### src/rtl/hsvrgb_pkg.sv
`timescale 1ns / 1ps

package hsvrgb_pkg;

	// hue units: degrees * 256
	localparam logic [16:0] HUE_FULL  = 17'd92160;
	localparam logic [16:0] SEXTANT_W = 17'd15360;
	localparam logic [8:0]  Q8_ONE    = 9'd256;
	localparam logic [7:0]  CHAN_MAX  = 8'd255;

	// floor(n / 15) = (n * RECIP_15) >> RECIP_SHIFT for n < 2^20
	localparam logic [20:0] RECIP_15    = 21'd1118482;
	localparam int          RECIP_SHIFT = 24;

	// 60-degree sextants, named by the colours they run between
	typedef enum logic [2:0] {
		SX_R_Y = 3'd0,
		SX_Y_G = 3'd1,
		SX_G_C = 3'd2,
		SX_C_B = 3'd3,
		SX_B_M = 3'd4,
		SX_M_R = 3'd5
	} sextant_t;

endpackage

### src/rtl/hsv_to_rgb_converter_unit.sv
`timescale 1ns / 1ps

// HSV to RGB colour converter, five-stage pipeline.
//
// Input stream (s_*): one request per pixel, hue in degrees * 256 (0..92159),
// saturation and value in Q8 (256 = 1.0). Hue from 92160 up to the field maximum of
// 131071 is wrapped once, saturation and value above 256 are clamped to 1.0.
// Output stream (m_*): 8-bit red, green and blue, truncated, saturated at 255.
//
// Throughput: one pixel per clock while m_tready is high. The stages, in order, are
// clamp -> chroma multiply -> ramp multiply -> reciprocal multiply (divide by
// 15360) -> channel scale into the output register.
//
// Each stage holds its own valid bit and advances when the stage after it is
// empty or moving, so bubbles close up and the input keeps taking requests
// while a finished pixel waits in the output register. When the receiver
// drops m_tready the output holds, the stages fill up one by one, and
// s_tready falls only once every stage is occupied; nothing is lost or doubled.
//
// Reset (arst_n low) clears the valid bits only; the pipeline empties at once.

module hsv_to_rgb_converter_unit
	import hsvrgb_pkg::*;
(
	input  logic        clk,
	input  logic        arst_n,
	input  logic        s_tvalid,
	output logic        s_tready,
	input  logic [39:0] s_tdata,   // hue_q8[16:0], saturation[25:17], brightness_level[34:26]
	output logic        m_tvalid,
	input  logic        m_tready,
	output logic [23:0] m_tdata    // red[7:0], green[15:8], blue[23:16]
);

	logic [16:0] hue_in;
	logic [8:0]  sat_in;
	logic [8:0]  val_in;

	assign hue_in = s_tdata[16:0];
	assign sat_in = s_tdata[25:17];
	assign val_in = s_tdata[34:26];

	// valid bits and stage enables
	logic vld_s1, vld_s2, vld_s3, vld_s4, vld_s5;
	logic en1, en2, en3, en4, en5;

	assign en5 = !vld_s5 || m_tready;
	assign en4 = !vld_s4 || en5;
	assign en3 = !vld_s3 || en4;
	assign en2 = !vld_s2 || en3;
	assign en1 = !vld_s1 || en2;

	assign s_tready = en1;

	always_ff @(posedge clk or negedge arst_n) begin
		if (!arst_n) begin
			vld_s1 <= 1'b0;
			vld_s2 <= 1'b0;
			vld_s3 <= 1'b0;
			vld_s4 <= 1'b0;
			vld_s5 <= 1'b0;
		end else begin
			if (en1) vld_s1 <= s_tvalid;
			if (en2) vld_s2 <= vld_s1;
			if (en3) vld_s3 <= vld_s2;
			if (en4) vld_s4 <= vld_s3;
			if (en5) vld_s5 <= vld_s4;
		end
	end

	// stage 1: hue wrap, saturation / value clamp
	logic [16:0] h_s1;
	logic [8:0]  s_s1;
	logic [8:0]  v_s1;

	always_ff @(posedge clk) begin
		if (en1) begin
			h_s1 <= (hue_in >= HUE_FULL) ? hue_in - HUE_FULL : hue_in;
			s_s1 <= (sat_in > Q8_ONE) ? Q8_ONE : sat_in;
			v_s1 <= (val_in > Q8_ONE) ? Q8_ONE : val_in;
		end
	end

	// stage 2: sextant, ramp weight, chroma
	sextant_t    q_c;
	logic [16:0] base_c;
	logic [16:0] f_c;
	logic [16:0] t_c;

	always_comb begin
		if (h_s1 >= 17'(5 * SEXTANT_W)) begin
			q_c    = SX_M_R;
			base_c = 17'(5 * SEXTANT_W);
		end else if (h_s1 >= 17'(4 * SEXTANT_W)) begin
			q_c    = SX_B_M;
			base_c = 17'(4 * SEXTANT_W);
		end else if (h_s1 >= 17'(3 * SEXTANT_W)) begin
			q_c    = SX_C_B;
			base_c = 17'(3 * SEXTANT_W);
		end else if (h_s1 >= 17'(2 * SEXTANT_W)) begin
			q_c    = SX_G_C;
			base_c = 17'(2 * SEXTANT_W);
		end else if (h_s1 >= SEXTANT_W) begin
			q_c    = SX_Y_G;
			base_c = SEXTANT_W;
		end else begin
			q_c    = SX_R_Y;
			base_c = 17'd0;
		end
		f_c = h_s1 - base_c;
		// falling ramp in odd sextants
		t_c = q_c[0] ? SEXTANT_W - f_c : f_c;
	end

	sextant_t    q_s2;
	logic [13:0] t_s2;
	logic [16:0] c_s2;
	logic [8:0]  v_s2;

	always_ff @(posedge clk) begin
		if (en2) begin
			q_s2 <= q_c;
			t_s2 <= t_c[13:0];
			c_s2 <= 17'(s_s1) * 17'(v_s1);
			v_s2 <= v_s1;
		end
	end

	// stage 3: c * t, offset m = v*256 - c
	sextant_t    q_s3;
	logic [29:0] p_s3;
	logic [16:0] c_s3;
	logic [16:0] m_s3;

	always_ff @(posedge clk) begin
		if (en3) begin
			q_s3 <= q_s2;
			p_s3 <= 30'(c_s2) * 30'(t_s2);
			c_s3 <= c_s2;
			m_s3 <= {v_s2, 8'd0} - c_s2;
		end
	end

	// stage 4: x = p / 15360 = (p >> 10) / 15, by reciprocal
	logic [40:0] nm_c;

	assign nm_c = p_s3[29:10] * RECIP_15;

	sextant_t    q_s4;
	logic [16:0] x_s4;
	logic [16:0] c_s4;
	logic [16:0] m_s4;

	always_ff @(posedge clk) begin
		if (en4) begin
			q_s4 <= q_s3;
			x_s4 <= nm_c[RECIP_SHIFT +: 17];
			c_s4 <= c_s3;
			m_s4 <= m_s3;
		end
	end

	// stage 5: place c / x / 0, add m, scale by 255 into the output register
	logic [16:0] r_c, g_c, b_c;

	always_comb begin
		case (q_s4)
			SX_R_Y: begin r_c = c_s4;  g_c = x_s4;  b_c = '0;    end
			SX_Y_G: begin r_c = x_s4;  g_c = c_s4;  b_c = '0;    end
			SX_G_C: begin r_c = '0;    g_c = c_s4;  b_c = x_s4;  end
			SX_C_B: begin r_c = '0;    g_c = x_s4;  b_c = c_s4;  end
			SX_B_M: begin r_c = x_s4;  g_c = '0;    b_c = c_s4;  end
			default: begin r_c = c_s4; g_c = '0;    b_c = x_s4;  end
		endcase
	end

	function automatic logic [7:0] chan_scale(input logic [16:0] ch,
			input logic [16:0] m);
		logic [17:0] sum;
		logic [25:0] prod;
		logic [9:0]  y;
		sum  = {1'b0, ch} + {1'b0, m};
		prod = {sum, 8'd0} - {8'd0, sum};
		y    = prod[25:16];
		return (y > {2'b00, CHAN_MAX}) ? CHAN_MAX : y[7:0];
	endfunction

	logic [7:0] red_s5, green_s5, blue_s5;

	always_ff @(posedge clk) begin
		if (en5) begin
			red_s5   <= chan_scale(r_c, m_s4);
			green_s5 <= chan_scale(g_c, m_s4);
			blue_s5  <= chan_scale(b_c, m_s4);
		end
	end

	assign m_tvalid = vld_s5;
	assign m_tdata  = {blue_s5, green_s5, red_s5};

	// checks
	a_bubble_ready: assert property (@(posedge clk) disable iff (!arst_n)
		!vld_s1 |-> s_tready)
		else $error("input stalled with stage 1 empty");

	a_ramp_range: assert property (@(posedge clk) disable iff (!arst_n)
		vld_s2 |-> (t_s2 <= SEXTANT_W[13:0]))
		else $error("ramp weight beyond sextant width");

	a_sextant_code: assert property (@(posedge clk) disable iff (!arst_n)
		vld_s3 |-> (q_s3 == $past(q_s2) || !$past(en3)))
		else $error("sextant lost between stages 2 and 3");

	a_ramp_below_chroma: assert property (@(posedge clk) disable iff (!arst_n)
		vld_s4 |-> (x_s4 <= c_s4))
		else $error("ramp exceeds chroma");

	a_level_sum: assert property (@(posedge clk) disable iff (!arst_n)
		vld_s4 |-> ({1'b0, c_s4} + {1'b0, m_s4} <= 18'd65536))
		else $error("chroma plus offset above full scale");

endmodule
### config.mk
export PLATFORM = sky130hd
export DESIGN_NAME = hsv_to_rgb_converter_unit
export DESIGN_NICKNAME = d
export VERILOG_FILES = /design/src/rtl/hsvrgb_pkg.sv /design/src/rtl/hsv_to_rgb_converter_unit.sv
export SDC_FILE = /design/constraint.sdc
export NUM_CORES = 1
export LEC_CHECK = 0
export BUFFER_PORTS_ARGS = -buffer_cell sky130_fd_sc_hd__buf_4
export CAP_MARGIN = 20
export CORE_MARGIN = 5
export CORE_UTILIZATION = 59
export CTS_CLUSTER_SIZE = 16
export DETAILED_ROUTE_END_ITERATION = 10
export GPL_ROUTABILITY_DRIVEN = 0
export PLACE_DENSITY = 0.79
export SKIP_CTS_REPAIR_TIMING = 1
export SLEW_MARGIN = 5
export SYNTH_ARGS = -nofsm -noshare
export SYNTH_HDL_FRONTEND = slang
export SYNTH_SLANG_ARGS = --single-unit
### constraint.sdc
create_clock -name clk -period 6.65 [get_ports clk]
set_input_delay 1.33 -clock clk [delete_from_list [all_inputs] [get_ports clk]]
set_output_delay 1.33 -clock clk [all_outputs]
set_load 0.05 [all_outputs]
==> impl_metrics.toml <==
[worst_hold_path]
min_path_cells = 0
hold_start = "c_s3[16]"
hold_path.class = "flop to flop"
whs_endpoint = "c_s4[16]"

[routing]
drt.antenna.violating_nets = 0
wl_per_cell_um = 17.57
via_count = 19416
drt_iter0_drc = 1274
via_per_inst = 5.848
drtPass1Iterations = 6
wl_um = 58340
drc_errors = 0

[setup_path]
critPathLaunchType = "flop"
crit-reg2reg-launch = "c_s2[4]"
reg2reg_to = "p_s3[28]"
cp_common_cell = "fa_1"
r2r_cells = 21
max_stage_delay_ps = 540
ff2ff_setup_slack_ps = 260
critPathKind = "flop to flop"
cp_slowest_cell = "fa_1"
worstSetupEndpointType = "flop"
crit_cells = 21
arrival_ps = 6680
required_ps = 6940
worst-path-buf-inv = 3
crit_family = "adder cells"
crit_chain = "nand2_1 -> fa_1 -> fa_1 -> inv_1 -> fa_1 -> inv_1 -> fa_1 -> inv_1 -> fa_1 -> fa_1 -> ha_1 -> a21o_1 -> a21o_1 -> a21oi_2 -> o211ai_1 -> a311oi_2 -> a21oi_2 -> o21ai_2 -> a21boi_1 -> o31ai_1 -> xnor2_1"
worstPathMaxFanout = 5

[logic_synthesis]
yosys.area.top_type = "edfxtp_1"
syn-cell-area_um2 = 25870
yosysWarnings = 0
synthArstFlopShare_pct = 2.315
seq_area_frac_synth_pct = 24.98
synthTopCellsByArea = "edfxtp_1, fa_1, ha_1"
synth_flop_cell = "edfxtp_1"
synth-seq-cells = 216
synth_cell_types = 96
yosysTopAreaCellShare_pct = 24.49
syn_inst = 2646
syn-num-nets = 3302
avgSynthCellArea_um2 = 9.776
synth_edf_count = 211

[floorplan]
io_pins = 70
initial_utilization_pct = 59.79
die-area_um2 = 48130
core_um2 = 43270
die_w_um = 219.4
fp.dieH_um = 219.4
rows = 76

[status]
run_status = "complete, no violations"

[global_route]
grt_antenna_before_repair = 1
gr-total-overflow = 0
grt_max_degree = 58
grt_use_total_pct = 24.55
grt_pass1_wl_um = 96940
first_global_vias = 20103

[clocking]
cts_made_buffers = 25
cts_tree = "built"
htree_levels = 1
clkLatencyLatePin_ps = 550
root_buffer = "clkbuf_16"
clock_path_buffers = 3
cts_sinks = 216
clk_pin_slew_ps = 60

[timing]
relSlewSlack_pct = 30.79
final.min_clock_period_ps = 6388
setup_viol = 0
tightestPinTransition_ps = 1037
fmax_mhz = 156.6
slew_violations = 0
finalHoldViolCount = 0
min_period_over_period_pct = 96.05
finalClockSkew_ps = 6.786

[cells_and_area]
syn_to_final_growth_pct = 8.653
final_common_cell = "inv_1"
final_cell_mix = "inv_1, ha_1, nand2_1"
drive_gt1_share_pct = 8.083
post-route-util_pct = 64.96
final_nets = 3373
final_cells = 3320

[place]
port_buffers = 64
dp.cells = 3271
hpwl_um = 47160

[flow_run]
max_cap_violations = 0
## worst max path at each step
stage | slack [ps] | to | startpoint
2_1_floorplan | 70 | p_s3[29] | t_s2[13]
3_3_place_gp | 190 | p_s3[29] | c_s2[3]
3_5_place_dp | 4 | p_s3[29] | c_s2[3]
4_1_cts | -40 | p_s3[29] | c_s2[4]
5_1_grt | -20 | p_s3[28] | c_s2[5]
6_report | 260 | p_s3[28] | c_s2[4]
## final cells by class
| class | instances | area [um^2] |
|---|---|---|
| Antenna cell | 1 | 2.502 |
| Inverter | 405 | 1520 |
| Sequential cell | 216 | 6461 |
| Clock buffer | 27 | 633.1 |
| Fill cell | 3312 | 15160 |
| Clock inverter | 17 | 185.2 |
| Multi-Input combinational cell | 1942 | 17610 |
| Tap cell | 585 | 732.0 |
| Timing Repair Buffer | 127 | 965.9 |
## through the flow
| step | instance area (um^2) | hold slack, ps | setup WS (ps) | TNS [ps] |
|---|---|---|---|---|
| 6_report | 28110 | 418.1 | 262.4 | 0 |
| 5_1_grt | 28100 | 419.1 | -15.21 | -15.21 |
| 4_1_cts | 28040 | 416.1 | -35.11 | -35.11 |
| 3_5_place_dp | 27220 | 404.5 | 4.418 | 0 |
| 3_3_place_gp | 27200 | 400.4 | 193.0 | 0 |
| 2_1_floorplan | 25870 | 400.3 | 69.37 | 0 |
## sequential cells by signal, summed over array words and instances (netlist names), 8 cells and up
register  cells
p_s3         20
c_s2         17
c_s3         17
c_s4         17
h_s1         17
x_s4         17
m_s3         16
m_s4         16
t_s2         14
s_s1          9
v_s1          9
v_s2          9
blue_s5       8
green_s5      8
red_s5        8
## cells in the mapped netlist, drive strengths merged (4+ instances only)
master,number
inv,404
ha,349
nand2,328
fa,263
edfxtp,211
and2,137
a21oi,103
nor2,94
o21ai,90
xnor2,89
clkbuf,79
a21o,48
nor3,37
xor2,34
nor2b,32
nand3,31
o21a,21
a211oi,18
a22o,18
a31oi,18
and3,17
nand4,17
o21bai,17
nand2b,16
o211ai,15
or3,14
or2,10
a21boi,9
o31ai,9
nor4,8
a2111oi,7
o2111ai,6
o221ai,6
dfrtp,5
o22ai,5
o311ai,5
or4,5
a311oi,4
buf,4
## per-layer routing
metal | track usage (%) | vias up | routed length (um)
met5 | 0 | - | 0
met1 | 31.25 | 9446 | 23100
met4 | 8.394 | 0 | 2176
li1 | - | 9067 | -
met2 | 43.25 | 738 | 28990
met3 | 3.269 | 165 | 4070
## kinds of logic (layout without fill, tap and decap cells)
logic type      Yosys count  count (layout)  share of synthesized area, %
buf+inv                 488             576                         7.125
fa+ha+maj               612             612                         37.24
flops                   216             216                         24.98
mux                       2               2                       0.08223
other cells               0               1                             0
compound gates          436             436                         11.58
xor+xnor                125             125                         4.402
simple gates            767             767                         14.59
Power is left out: the tool's default activity adds up to more than one toggle a clock period on the data nets, which glitch-free logic cannot reach.
